$ cat src/mhld_pkg.sv
package mhld_pkg;

	localparam int HEAP_DEPTH = 256;
	localparam int ADDR_W = 8;
	localparam int CNT_W = 9;
	localparam int KEY_W = 32;
	localparam int ID_W = 8;
	localparam int ID_COUNT = 256;

	localparam logic [1:0] ACT_INSERT = 2'd0;
	localparam logic [1:0] ACT_DELETE = 2'd1;

	typedef enum logic [3:0] {
		ST_IDLE,
		ST_ACT,
		ST_UP_RD,
		ST_UP_CMP,
		ST_CHK_RD,
		ST_CHK,
		ST_MOVE,
		ST_DN_RD,
		ST_DN_CMP,
		ST_DN_SWP,
		ST_OUT
	} state_t;

	// Commands from the controller to the datapath.
	typedef struct packed {
		logic capture;
		logic do_insert;
		logic do_delete;
		logic up_rd;
		logic up_swap;
		logic rd_top;
		logic pop_last;
		logic move_top;
		logic dn_rd;
		logic dn_swap;
		logic set_result;
	} dp_cmd_t;

	// Status returned by the datapath.
	typedef struct packed {
		logic up_done;
		logic up_more;
		logic top_dead;
		logic count_zero;
		logic dn_leaf;
		logic dn_more;
	} dp_sts_t;

endpackage

$ cat src/mhld_ctrl.sv
module mhld_ctrl (
	input  logic              clk,
	input  logic              arst_n,
	input  logic              in_valid,
	output logic              in_ready,
	input  logic [1:0]        action,
	output logic              out_valid,
	input  logic              out_ready,
	output mhld_pkg::dp_cmd_t cmd,
	input  mhld_pkg::dp_sts_t sts
);
	import mhld_pkg::*;

	state_t state_q, state_d;
	logic [1:0] act_q;
	logic ovalid_q;

	always_ff @(posedge clk or negedge arst_n) begin
		if (!arst_n) begin
			state_q <= ST_IDLE;
			act_q <= '0;
			ovalid_q <= 1'b0;
		end else begin
			state_q <= state_d;
			if (in_valid && in_ready) act_q <= action;
			if (state_q == ST_OUT) ovalid_q <= 1'b1;
			else if (out_ready) ovalid_q <= 1'b0;
		end
	end

	assign out_valid = ovalid_q;
	// A new item may enter while the previous result still waits only if the receiver takes that result in the same cycle.
	assign in_ready = (state_q == ST_IDLE) && (!ovalid_q || out_ready);

	// Next state.
	always_comb begin
		state_d = state_q;
		unique case (state_q)
			ST_IDLE:   if (in_valid && in_ready) state_d = ST_ACT;
			ST_ACT:    state_d = (act_q == ACT_INSERT) ? ST_UP_RD : ST_CHK_RD;
			ST_UP_RD:  state_d = sts.up_done ? ST_CHK_RD : ST_UP_CMP;
			ST_UP_CMP: state_d = sts.up_more ? ST_UP_RD : ST_CHK_RD;
			ST_CHK_RD: state_d = ST_CHK;
			ST_CHK:    state_d = (sts.count_zero || !sts.top_dead) ? ST_OUT : ST_MOVE;
			ST_MOVE:   state_d = ST_DN_RD;
			ST_DN_RD:  state_d = sts.dn_leaf ? ST_CHK_RD : ST_DN_CMP;
			ST_DN_CMP: state_d = sts.dn_more ? ST_DN_SWP : ST_CHK_RD;
			ST_DN_SWP: state_d = ST_DN_RD;
			ST_OUT:    state_d = ST_IDLE;
			default:   state_d = ST_IDLE;
		endcase
	end

	// Commands.
	always_comb begin
		cmd = '0;
		unique case (state_q)
			ST_IDLE:   cmd.capture = in_valid && in_ready;
			ST_ACT: begin
				cmd.do_insert = (act_q == ACT_INSERT);
				cmd.do_delete = (act_q == ACT_DELETE);
			end
			ST_UP_RD:  cmd.up_rd = 1'b1;
			ST_UP_CMP: cmd.up_swap = sts.up_more;
			ST_CHK_RD: cmd.rd_top = 1'b1;
			ST_CHK:    cmd.pop_last = !sts.count_zero && sts.top_dead;
			ST_MOVE:   cmd.move_top = 1'b1;
			ST_DN_RD:  cmd.dn_rd = 1'b1;
			ST_DN_CMP: ;
			ST_DN_SWP: cmd.dn_swap = 1'b1;
			ST_OUT:    cmd.set_result = 1'b1;
			default:   ;
		endcase
	end
endmodule
$ cat config.mk
export PLATFORM = sky130hd
export DESIGN_NAME = mhld_ctrl
export DESIGN_NICKNAME = d
export VERILOG_FILES = /design/src/mhld_pkg.sv /design/src/mhld_ctrl.sv
export SDC_FILE = /design/constraint.sdc
export NUM_CORES = 1
export LEC_CHECK = 0
export ABC_AREA = 1
export BUFFER_PORTS_ARGS = -buffer_cell sky130_fd_sc_hd__buf_4
export CAP_MARGIN = 20
export CELL_PAD_IN_SITES_DETAIL_PLACEMENT = 0
export CELL_PAD_IN_SITES_GLOBAL_PLACEMENT = 1
export CORE_MARGIN = 1
export CORE_UTILIZATION = 32
export DETAILED_ROUTE_END_ITERATION = 8
export GPL_TIMING_DRIVEN = 0
export PLACE_DENSITY = 0.88
export SETUP_SLACK_MARGIN = 0.5
export SLEW_MARGIN = 20
export SYNTH_ARGS = -nofsm -noshare
export SYNTH_HDL_FRONTEND = slang
export SYNTH_SLANG_ARGS = --single-unit
$ cat constraint.sdc
create_clock -name clk -period 2.7 [get_ports clk]
set_input_delay 0.27 -clock clk [delete_from_list [all_inputs] [get_ports clk]]
set_output_delay 0.27 -clock clk [all_outputs]
set_load 0.01 [all_outputs]
* Word level (Yosys, flattened, before mapping)
Index checks and enable logic that the tools add are counted.
** Operators by class
- Add/sub/neg operators :: 0
- Multiply operators :: 0
- Div/mod/pow operators :: 0
- Order comparisons :: 0
- Equality and inequality tests :: 12
- Shifts and indexed selects :: 0
- Mux-type cells :: 20
- Bitwise logic cells :: 0
- Reductions and logical operators :: 12
** Operator list (number)
- $pmux W4 S9 :: 1
- $eq A4 B3 Y1 const B :: 4
- $mux W4 :: 4
- $eq A4 B4 Y1 const B :: 3
- $mux W1 :: 11
- $mux W3 :: 3
- $eq A4 B2 Y1 const B :: 2
- $eq A4 B1 Y1 const B :: 1
- $logic_not A4 Y1 :: 1
- $logic_and A1 B1 Y1 :: 3
- $logic_not A1 Y1 :: 3
- $eq A2 B1 Y1 const B :: 1
- $logic_not A2 Y1 :: 1
- $logic_or A1 B1 Y1 :: 2
- $mux W2 :: 1
- $ne A2 B1 Y1 const B :: 1
- $reduce_bool A2 Y1 :: 1
- $reduce_or A2 Y1 :: 1
** Storage, ports and cells
- Flip-flop bits (word level) :: 7
- Latch bits :: 0
- Memory bits (writable) :: 0
- ROM bits :: 0
- Bits of input ports :: 12
- Output and inout port bits :: 13
- Logic and storage cells :: 47
- Memories :: 0

* Logic depth before layout (Yosys ltp)
Gate-level depths: netlist of run 1.
- Depth after elaboration :: 6
- Depth in mapped cells :: 7
- Depth with buffers taken out :: 7

* Least setup slack after synthesis of run 1
No wires, ideal clock.
- Kind :: reg-to-output
- From :: register state_q[1]
- To :: output cmd[8] in the netlist's numbering
- Arrival time :: 0.976 ns
- Setup slack :: 1.454 ns
- Cell stages (with the launch flop) :: 4
- Path through :: dfrtp_1 inv_1 nand2_2 nor4_1
** RTL lines
- start: declaration :: RTL line mhld_ctrl.sv:14 : state_t state_q, state_d;
- start signal: assignment :: RTL line mhld_ctrl.sv:24 : state_q <= state_d;
- end: declaration :: RTL line mhld_ctrl.sv:9 : output mhld_pkg::dp_cmd_t cmd,

==> reports/qor_table.md, run 1 <==
| Step | Parameter | Value |
|---|---|---|
| status | Run status | finished clean |
| sta | Shortest clock period the worst path allows after layout | 1.60 ns |
| sta | Number of endpoints failing setup at the final stage | 0 |
| logic synthesis | Top cells by area in the synthesized netlist | sky130_fd_sc_hd__dfrtp_1, sky130_fd_sc_hd__nand2_1, sky130_fd_sc_hd__inv_1, sky130_fd_sc_hd__nor2_1, sky130_fd_sc_hd__nor2_2 |
| logic synthesis | Post-Synthesis Cells | 88 |
| global routing | Total GRT Usage | 15.1% |
| sta | Share of the clock period used by the worst path after layout | 59.3% |
| cts | Buffer levels on the longest clock path | 2 |
| placement | Routability cong. | 0.786 |
| finish | Non-filler instance count after layout | 133 |
| sta | Setup repair after global routing missed its margin | no |
| setup path | Critical path data required time | 2.43 ns |
| setup path | End point of the critical path | cmd[10] |
| sta | Worst Tran Pin Value | 0.302 ns |
| global routing | Number of global-route vias before repair | 556 |
| drt | Via total after detailed routing | 611 |
| cts | Post_cts resized | 0 |
| setup path | Critical path data arrival time | 1.33 ns |
| sta | Slew margin rel. | 79.8% |
| logic synthesis | Area of the mapped netlist | 562 sq um |
| sta | Worst Clk Skew | 0.000736 ns |
| logic synthesis | Post-synth top area share | 31.2% |
| logic synthesis | Count of cell types in the netlist | 18 |
| logic synthesis | Synth warnings | 0 |
| sta | Number of hold-slack violations in the final timing report | 0 |
| logic synthesis | Synthesis-stage register bit count | 7 |
| cts | Clock transition at the registers of the reported paths | 0.05 ns |
| floorplan | IO Pins | 25 |
| finish | Summed area of non-filler cells in the final layout | 798 sq um |
| drt | Wire length per cell | 9.42 um |
| floorplan | Floorplan core area | 0.00158 sq mm |
| setup path | Reg2reg end | act_q[1] |
| logic synthesis | Average footprint of a synthesized cell | 6.38 sq um |
| logic synthesis | Post-synth net total | 100 |
| placement | Half-perimeter wire length after detailed placement | 1070 um |
| run | Count of maximum capacitance violations | 0 |
| pwr | Pwr per Cell Area | 989 mW/mm^2 |
| floorplan | Effective utilization at floorplan | 35.6% |
| pwr | Worst voltage drop across the vdd grid | 0.475 mV |
| global routing | Wire length of the first global-routing pass | 2100 um |
| cts | Sink count of the clock tree | 7 |
| cts | H-tree depth | 1 |
| drt | Number of iterations in the first detailed-routing pass | 6 |
| setup path | Register-to-register path setup slack | 1.56 ns |
| pwr | Power, Total | 0.790 mW |
| logic synthesis | Most common flop cell mapped by yosys | sky130_fd_sc_hd__dfrtp_1 |
| logic synthesis | Most used standard cell by instance count after synthesis | sky130_fd_sc_hd__nand2_1 |
| setup path | Source of the worst register-to-register timing path | state_q[1] |
| setup path | Startpoint type of the worst setup path | register |
| drt | Total detailed-routing wirelength | 1250 um |
| drt | 1st-iter DRT viols | 25 |
| placement | Count of buffers from port buffering | 24 |
| finish | Share of post-route cells with drive strength above 1 | 35.9% |
| setup path | Critical Path End Type | output port |
| logic synthesis | Top cell type by total area after synthesis | sky130_fd_sc_hd__dfrtp_1 |
| global routing | Number of antenna violations at the first check in global routing | 0 |
| placement | Post-detailed-placement cell area | 762 sq um |
| logic synthesis | Asr flop ratio synth | 100% |
| finish | Antenna diode instance count | 0 |
| hold path | Hold WC Path Type | input port to register |
| floorplan | Number of standard-cell rows in the floorplan | 14 |
| cts | CTS Root Buffer Type | sky130_fd_sc_hd__clkbuf_4 |
| sta | Maximum achievable frequency | 624 MHz |
| logic synthesis | Leading post-synthesis cells by instance count | sky130_fd_sc_hd__nand2_1, sky130_fd_sc_hd__inv_1, sky130_fd_sc_hd__nor2_1, sky130_fd_sc_hd__dfrtp_1 |
| global routing | Overflow left after global routing | 0 |
| setup path | Type of the worst setup path | register to output port |
| floorplan | Die H | 43.9 um |
| sta | Total Negative Setup Slacks | 0 ns |
| hold path | Number of cells on the worst hold path | 2 |
| placement | Number of placed instances, taps included | 128 |
| sta | Pins Over Slew Limit | 0 |
| finish | Total number of nets in the final design | 130 |
| finish | Final design utilization | 50.6% |
| setup path | CP Max Fanout | 5 |
| drt | Mean number of vias per cell | 4.59 |
| floorplan | Die Outline Area | 0.00193 sq mm |
| logic synthesis | Number of enable flip-flop cells after synthesis | 0 |
| drt | DRC violations left | 0 |
| setup path | Critical Path Start | state_q[1] |
| logic synthesis | Sequential cell area fraction in the yosys report | 31.2% |
| pwr | Static leakage power | 0.488 nW |
| floorplan | Width of the die | 43.9 um |
| finish | Synth-to-Final Area Change | 42.1% |
| global routing | Maximum number of pins on one net before global-route repair | 8 |
| drt | DRT antenna net count | 0 |
| cts | Clk Latency, worst-skew pair | 0.24 ns |
| setup path | Worst reg2reg path depth | 5 |
| cts | Clock tree from TritonCTS | yes |
| cts | Total clock buffers created by CTS | 3 |
[where the power goes]
group          switching (mW)  internal [mW]  total (mW)
combinational           0.296          0.196       0.492
sequential             0.0528          0.152       0.205
clock                  0.0367         0.0563      0.0930
total                   0.385          0.405       0.790
[metal layers]
metal / vias up / wire [um] / global-route usage (%)
met5: - / 0 / 0
met4: 0 / 8 / 7.27
met3: 2 / 86 / 2.50
met2: 16 / 577 / 23.9
met1: 271 / 581 / 19.9
li1: 322 / - / -
[worst min path at each step]
stage / slack (ns) / end / startpoint
after floorplan: -0.03 / act_q[0] / arst_n
after global placement: 0.09 / out_valid / arst_n
after detailed placement: 0.09 / out_valid / arst_n
after CTS: 0.22 / out_valid / out_ready
after global routing: 0.21 / out_valid / out_ready
final: 0.22 / out_valid / out_ready
[logic make-up after synthesis]
logic type / synth area share [%]
buffers and inverters: 14.0
DFF: 31.2
AOI/OAI and AO/OA: 6.01
and+or+nand+nor: 48.8
[critical path, cell delays in order (launching register included)]
cell and delay [ns]:
sky130_fd_sc_hd__dfrtp_1 0.43, sky130_fd_sc_hd__nor2_4 0.21, sky130_fd_sc_hd__nand2_4 0.09, sky130_fd_sc_hd__nor3_4 0.19
sky130_fd_sc_hd__buf_4 0.17
[per-stage QoR]
step	hold WS, ns	setup slack [ns]
finish	0.221	1.10
global route	0.206	1.01
CTS	0.215	1.09
detailed placement	0.0884	1.36
global placement	0.0865	1.36
floorplan	-0.0256	1.45
[cell type report]
| type | instances | area [sq um] |
|---|---|---|
| clock buffer | 4 | 26.3 |
| fill | 178 | 778 |
| inverter | 21 | 78.8 |
| multi-input combinational | 60 | 308 |
| sequential | 7 | 175 |
| tap | 16 | 20.0 |
| timing repair buffer | 25 | 190 |
[registers in the layout, summed over array words and instances, names as in the netlist]
name / count
state_q: 4
act_q: 2
out_valid: 1
[what timing repair did]
item | in CTS | in global routing
setup endpoints to repair | 0 | 0
endpoints found under the hold margin | 7 | 0
setup buffers | 0 | 0
hold buffers | 1 | 0
[cells in the final DEF (no fill, tap or decap)]
| master | instances |
|---|---|
| sky130_fd_sc_hd__nand3b_1 | 1 |
| sky130_fd_sc_hd__nor4_1 | 1 |
| sky130_fd_sc_hd__nand2_4 | 1 |
| sky130_fd_sc_hd__clkbuf_1 | 1 |
| sky130_fd_sc_hd__nand3_2 | 1 |
| sky130_fd_sc_hd__nand3_1 | 5 |
| sky130_fd_sc_hd__nand2_2 | 2 |
| sky130_fd_sc_hd__a21oi_1 | 1 |
| sky130_fd_sc_hd__nor3_4 | 1 |
| sky130_fd_sc_hd__inv_1 | 18 |
| sky130_fd_sc_hd__o211ai_1 | 1 |
| sky130_fd_sc_hd__nor2_1 | 12 |
| sky130_fd_sc_hd__clkbuf_4 | 3 |
| sky130_fd_sc_hd__nor2_2 | 5 |
| sky130_fd_sc_hd__inv_2 | 3 |
| sky130_fd_sc_hd__buf_4 | 24 |
| sky130_fd_sc_hd__dlygate4sd3_1 | 1 |
| sky130_fd_sc_hd__nand2_1 | 23 |
| sky130_fd_sc_hd__o21ai_1 | 3 |
| sky130_fd_sc_hd__dfrtp_1 | 7 |
| sky130_fd_sc_hd__nor2_4 | 2 |
| sky130_fd_sc_hd__o22ai_1 | 1 |
Power figures use the tool's default switching activity.
==> run 2, diff against run 1 <==
--- a/config.mk
+++ b/config.mk
@@ -11,10 +11,10 @@
 export CELL_PAD_IN_SITES_DETAIL_PLACEMENT = 0
 export CELL_PAD_IN_SITES_GLOBAL_PLACEMENT = 1
 export CORE_MARGIN = 1
-export CORE_UTILIZATION = 32
+export CORE_UTILIZATION = 26
 export DETAILED_ROUTE_END_ITERATION = 8
 export GPL_TIMING_DRIVEN = 0
-export PLACE_DENSITY = 0.88
+export PLACE_DENSITY = 0.78
 export SETUP_SLACK_MARGIN = 0.5
 export SLEW_MARGIN = 20
 export SYNTH_ARGS = -nofsm -noshare
==> constraint.sdc (replaced) <==
create_clock -name clk -period 1.4 [get_ports clk]
set_input_delay 0.14 -clock clk [delete_from_list [all_inputs] [get_ports clk]]
set_output_delay 0.14 -clock clk [all_outputs]
set_load 0.01 [all_outputs]
==> reports/qor_table.md, run 2 (synthesis results as in run 1) <==
| Step | Parameter | Value | Delta |
|---|---|---|---|
| status | Run status | finished clean |  |
| cts | Sink count of the clock tree | 7 | unchanged |
| placement | Setup slack after placement | 0.193 ns | -1.16 ns |
| cts | Total clock buffers created by CTS | 3 | unchanged |
| pwr | Relative contribution of the clock network to total power | 7.6% | -4.2 points |
| cts | H-tree depth | 1 | unchanged |
| global routing | Total GRT Usage | 14.1% | -0.93 points |
| pwr | Worst voltage drop across the vdd grid | 1.08 mV | +130% |
| drt | Total detailed-routing wirelength | 1680 um | +34% |
| placement | Routability cong. | 0.763 | -3.0% |
| pwr | Int Pwr | 1.24 mW | +210% |
| sta | Final setup margin | 0.00275 ns | -1.10 ns |
| sta | Minimum hold slack | 0.0901 ns | -0.131 ns |
| floorplan | Floorplan core area | 0.00200 sq mm | +27% |
| setup path | Buf/Inv on CP | 2 | +1 |
| sta | Worst Clk Skew | 0.00228 ns | +0.00155 ns |
| finish | Total number of nets in the final design | 144 | +11% |
| cts | Clk Latency, worst-skew pair | 0.25 ns | about the same |
| floorplan | Width of the die | 48.5 um | +10% |
| cts | CTS Root Buffer Type | sky130_fd_sc_hd__clkbuf_4 |  |
| placement | Count of buffers from port buffering | 24 | unchanged |
| global routing | Maximum number of pins on one net before global-route repair | 8 | unchanged |
| setup path | CP Max Fanout | 4 | -1 |
| setup path | Startpoint type of the worst setup path | register |  |
| finish | Share of post-route cells with drive strength above 1 | 66.4% | +31 points |
| sta | Shortest clock period the worst path allows after layout | 1.40 ns |  |
| pwr | Part of the total power dissipated in sequential elements | 18.5% | -7.4 points |
| pwr | Static leakage power | 0.593 nW | +22% |
| hold path | Number of cells on the worst hold path | 2 | unchanged |
| sta | Number of hold-slack violations in the final timing report | 0 | unchanged |
| drt | 1st-iter DRT viols | 14 | -44% |
| sta | Pins Over Slew Limit | 0 | unchanged |
| cts | Clock tree from TritonCTS | yes |  |
| sta | Slew margin rel. | 84.8% | +5.0 points |
| setup path | Critical path data required time | 1.26 ns | -1.17 ns |
| pwr | Pwr per Cell Area | 2150 mW/mm^2 | +120% |
| setup path | Worst reg2reg path depth | 8 | +3 |
| setup path | Critical Path End Type | output port |  |
| setup path | Delay of the slowest cell on the worst path | 0.45 ns | +0.02 ns |
| setup path | Top delay family on crit path | flip-flops |  |
| drt | Number of iterations in the first detailed-routing pass | 4 | -2 |
| finish | Flip-flop count of the largest register after layout | 4 | unchanged |
| global routing | Wire length of the first global-routing pass | 2590 um | +23% |
| drt | Mean number of vias per cell | 4.37 | -4.9% |
| sta | Maximum achievable frequency | 716 MHz |  |
| pwr | Logic pwr share | 73.9% | +12 points |
| floorplan | Die H | 48.5 um | +10% |
| run | Count of maximum capacitance violations | 0 | unchanged |
| setup path | Register-to-register path setup slack | 0.11 ns | -1.45 ns |
| cts | Buffer levels on the longest clock path | 2 | unchanged |
| setup path | Cell with the largest stage delay on the worst path | sky130_fd_sc_hd__dfrtp_2 |  |
| finish | Synth-to-Final Area Change | 96.2% |  |
| drt | DRT antenna net count | 0 | unchanged |
| sta | Setup repair after global routing missed its margin | yes |  |
| pwr | Power, Total | 2.37 mW | +200% |
| global routing | Number of global-route vias before repair | 623 | +12% |
| sta | Share of the clock period used by the worst path after layout | 99.8% |  |
| placement | Post-detailed-placement cell area | 805 sq um | +5.6% |
| floorplan | Number of standard-cell rows in the floorplan | 16 | +2 |
| drt | Via total after detailed routing | 690 | +13% |
| drt | DRC violations left | 0 | unchanged |
| finish | Commonest non-fill, non-tap cells in the layout | sky130_fd_sc_hd__buf_4, sky130_fd_sc_hd__nand2_1, sky130_fd_sc_hd__inv_1, sky130_fd_sc_hd__buf_6 |  |
| placement | Half-perimeter wire length after detailed placement | 1180 um | +10% |
| finish | Biggest register | state_q |  |
| cts | Clock transition at the registers of the reported paths | 0.05 ns | about the same |
| setup path | Type of the worst setup path | register to output port |  |
| global routing | Overflow left after global routing | 0 | unchanged |
| floorplan | IO Pins | 25 | unchanged |
| setup path | Cell-by-cell trace of the critical path | nor2_4 -> buf_6 -> nand2_4 -> nor2_2 -> buf_4 |  |
| floorplan | Effective utilization at floorplan | 28.1% | -7.6 points |
| finish | Antenna diode instance count | 0 | unchanged |
| hold path | Hold WC Path Type | input port to register |  |
| sta | Total Negative Setup Slacks | 0 ns | unchanged |
| finish | Most common cell after layout, fill and taps aside | sky130_fd_sc_hd__buf_4 |  |
| sta | Worst Tran Pin Value | 0.228 ns | -0.0741 ns |
| pwr | NetSw | 1.13 mW | +190% |
| sta | Number of endpoints failing setup at the final stage | 0 | unchanged |
| drt | Wire length per cell | 10.6 um | +13% |
| finish | Summed area of non-filler cells in the final layout | 0.00110 sq mm | +38% |
| setup path | Critical path data arrival time | 1.26 ns | -0.07 ns |
| global routing | Number of antenna violations at the first check in global routing | 0 | unchanged |
| setup path | WP depth | 5 | +1 |
| floorplan | Die Outline Area | 0.00235 sq mm | +22% |
| pwr | Fraction of power spent switching nets | 47.5% | -1.3 points |
run 2: cell type report:
type	instances	area, sq um
inverters	21	81.3
clock buffers	4	26.3
repair buffers	39	340
multi-input cells	60	440
flip-flops and latches	7	180
well taps	27	33.8
fillers	197	900
run 2: timing repair:
action                                  CTS  global route
endpoints found under the hold margin     7             0
hold buffers                              1             0
pin swaps                                 9            12
gates resized for setup                  12            33
setup buffers                             6             8
endpoints found under the setup margin   20            20
run 2: power groups by stage:
stage	clock network, mW	registers [mW]	logic (mW)
finish	0.181	0.439	1.75
global route	0.201	0.449	1.90
CTS	0.187	0.411	1.25
detailed placement	0	0.401	1.02
global placement	0	0.396	1.02
floorplan	0	0.390	0.725
run 2: worst paths after layout:
| path | endpoint | from |
|---|---|---|
| min in group asynchronous | act_q[1] | arst_n |
| max reg2reg | state_q[0] | state_q[2] |
| min reg2reg | act_q[0] | act_q[0] |
| max in group asynchronous | state_q[0] | arst_n |
| min | out_valid | out_ready |
| max | cmd[6] | state_q[2] |
run 2: per-stage QoR:
stage	cells	utilization [%]
after floorplan	88	-
after global placement	139	40.2
after detailed placement	139	40.2
after CTS	150	46.1
after global routing	158	55.1
final	158	55.1
run 2: routing by layer:
metal	wire length [um]	GRT usage (%)	part of all wire, %
met5	0	0	0
met4	17	5.39	1.0
met3	98	2.52	5.9
met2	846	24.9	51
met1	712	17.1	43
==> run 3, diff against run 2 <==
--- a/config.mk
+++ b/config.mk
@@ -10,10 +10,13 @@
 export CAP_MARGIN = 20
 export CELL_PAD_IN_SITES_DETAIL_PLACEMENT = 0
 export CELL_PAD_IN_SITES_GLOBAL_PLACEMENT = 1
+export CORE_ASPECT_RATIO = 0.7
 export CORE_MARGIN = 1
 export CORE_UTILIZATION = 26
+export CTS_CLUSTER_DIAMETER = 120
 export DETAILED_ROUTE_END_ITERATION = 8
 export GPL_TIMING_DRIVEN = 0
+export HOLD_SLACK_MARGIN = 0.1
 export PLACE_DENSITY = 0.78
 export SETUP_SLACK_MARGIN = 0.5
 export SLEW_MARGIN = 20
==> reports/qor_table.md, run 3 (synthesis results as in run 1) <==
| Step | Parameter | Value | Delta |
|---|---|---|---|
| setup path | Critical Path Start | state_q[2] |  |
| setup path | Register-to-register path setup slack | 0.18 ns | +0.07 ns |
| floorplan | Floorplan core area | 0.00194 sq mm | -3.3% |
| setup path | Critical path data required time | 1.26 ns | about the same |
| sta | Worst Clk Skew | 0.00145 ns | -0.000836 ns |
| cts | Sink count of the clock tree | 7 | unchanged |
| drt | 1st-iter DRT viols | 13 | -1 |
| setup path | Critical Path End Type | output port |  |
| global routing | Number of global-route vias before repair | 498 | -20% |
| cts | Buffer levels on the longest clock path | 2 | unchanged |
| drt | DRT antenna net count | 0 | unchanged |
| sta | Total Negative Setup Slacks | 0 ns | unchanged |
| hold path | Number of cells on the worst hold path | 3 | +1 |
| finish | Flip-flop count of the largest register after layout | 4 | unchanged |
| drt | Wire length per cell | 10.1 um | -4.6% |
| hold path | Hold WC Path Type | input port to register |  |
| sta | Slew margin rel. | 86.5% | +1.7 points |
| sta | Share of the clock period used by the worst path after layout | 98.6% | -1.2 points |
| placement | Setup slack after placement | 0.198 ns | +0.00579 ns |
| sta | Pins Over Slew Limit | 0 | unchanged |
| cts | Total clock buffers created by CTS | 3 | unchanged |
| drt | Via total after detailed routing | 641 | -7.1% |
| drt | Mean number of vias per cell | 4.33 | -0.82% |
| global routing | Maximum number of pins on one net before global-route repair | 8 | unchanged |
| setup path | CP Max Fanout | 4 | unchanged |
| finish | Non-filler instance count after layout | 148 | -6.3% |
| pwr | Pwr per Cell Area | 2080 mW/mm^2 | -3.4% |
| setup path | Source of the worst register-to-register timing path | state_q[2] |  |
| hold path | Critical hold path startpoint | action[0] |  |
| sta | Final setup margin | 0.0193 ns | +0.0165 ns |
| cts | Clock tree from TritonCTS | yes |  |
| cts | Clk Latency, worst-skew pair | 0.25 ns | about the same |
| floorplan | IO Pins | 25 | unchanged |
| drt | DRC violations left | 0 | unchanged |
| cts | H-tree depth | 1 | unchanged |
| finish | Fill cells | 191 | -3.0% |
| placement | Number of placed instances, taps included | 134 | -3.6% |
| pwr | Worst voltage drop across the vdd grid | 0.627 mV | -42% |
| finish | Most common cell after layout, fill and taps aside | sky130_fd_sc_hd__buf_4 |  |
| sta | Minimum hold slack | 0.116 ns | +0.0257 ns |
| floorplan | Number of standard-cell rows in the floorplan | 13 | -3 |
| floorplan | Die H | 40.9 um | -16% |
| placement | Count of buffers from port buffering | 24 | unchanged |
| pwr | Static leakage power | 0.548 nW | -7.5% |
| sta | Worst Tran Pin Value | 0.201 ns | -0.0265 ns |
| drt | Number of iterations in the first detailed-routing pass | 4 | unchanged |
| finish | Share of post-route cells with drive strength above 1 | 61.1% | -5.3 points |
| finish | Commonest non-fill, non-tap cells in the layout | sky130_fd_sc_hd__buf_4, sky130_fd_sc_hd__nand2_1, sky130_fd_sc_hd__inv_1 |  |
| finish | Antenna diode instance count | 0 | unchanged |
| sta | Number of hold-slack violations in the final timing report | 0 | unchanged |
| finish | Synth-to-Final Area Change | 79.3% |  |
| floorplan | Effective utilization at floorplan | 29.0% | +0.96 points |
| status | Run status | finished clean |  |
| setup path | Worst reg2reg path depth | 7 | -1 |
| global routing | Overflow left after global routing | 0 | unchanged |
| global routing | Total GRT Usage | 13.6% | -0.54 points |
| sta | Shortest clock period the worst path allows after layout | 1.38 ns | -0.0165 ns |
| setup path | Startpoint type of the worst setup path | register |  |
| placement | Half-perimeter wire length after detailed placement | 1150 um | -2.3% |
| floorplan | Die Outline Area | 0.00235 sq mm | +0.12% |
| drt | Total detailed-routing wirelength | 1500 um | -11% |
| sta | Setup repair after global routing missed its margin | yes |  |
| floorplan | Width of the die | 57.6 um | +19% |
| run | Count of maximum capacitance violations | 0 | unchanged |
| global routing | Wire length of the first global-routing pass | 2200 um | -15% |
| finish | Biggest register | state_q |  |
| cts | CTS Root Buffer Type | sky130_fd_sc_hd__clkbuf_4 |  |
| setup path | Type of the worst setup path | register to output port |  |
| cts | Clock transition at the registers of the reported paths | 0.05 ns | about the same |
| finish | Total number of nets in the final design | 139 | -3.5% |
| placement | Routability cong. | 0.812 | +6.5% |
| sta | Number of endpoints failing setup at the final stage | 0 | unchanged |
| setup path | Critical path data arrival time | 1.24 ns | -0.02 ns |
| global routing | Number of antenna violations at the first check in global routing | 0 | unchanged |
| sta | Maximum achievable frequency | 724 MHz | +1.2% |
run 3: changes by cell type in the layout (fill, tap and decap cells not counted), sizes merged:
cell         delta
buf             -6
dlygate4sd3     +1
run 3: critical path, cell delays in order, from the launching register on:
cell and delay, ns:
sky130_fd_sc_hd__dfrtp_2 0.47, sky130_fd_sc_hd__nor2_4 0.17, sky130_fd_sc_hd__nand2_4 0.08, sky130_fd_sc_hd__nor3_4 0.14
sky130_fd_sc_hd__buf_6 0.13
run 3: repair_timing:
item | in CTS | in global routing
gates resized for setup | 17 | 16
pin swaps | 7 | 11
endpoints found under the hold margin | 8 | 0
buffers inserted | 3 | 5
hold buffers | 2 | 0
endpoints found under the setup margin | 20 | 20
run 3: routing by layer:
layer  up-vias  part of all wire, %  GRT usage [%]
met5         -                    0              0
met4         0                    0              0
met3         0                  6.7           6.62
met2        20                   48           21.5
met1       279                   45           17.9
li1        342                    -              -
run 3: worst paths after layout:
check / end
worst max-delay path: cmd[10]
worst min-delay path: act_q[0]
worst max register to register: state_q[0]
worst min register to register: act_q[0]
max in group asynchronous: state_q[2]
min in group asynchronous: out_valid
run 3: through the flow:
stage | area (sq um) | total power [mW] | util, %
floorplan | 591 | 1.12 | -
global placement | 798 | 1.42 | 41.2
detailed placement | 798 | 1.42 | 41.2
CTS | 920 | 1.83 | 47.5
global route | 1010 | 2.27 | 52.0
finish | 1010 | 2.09 | 52.0
run 3: area by class of cell:
class                           count  area [sq um]  area share [%]
Timing Repair Buffer               34           283            28.1
Tap cell                           22          27.5            2.73
Multi-Input combinational cell     60           407            40.4
Inverter                           21          83.8            8.32
Clock buffer                        4          26.3            2.61
Sequential cell                     7           180            17.9
run 3: power by group:
part	switching [mW]	total (mW)	internal, mW	leakage [nW]
sequential	0.143	0.447	0.304	0.0841
combinational	0.805	1.47	0.662	0.449
clock	0.0697	0.178	0.108	0.0150
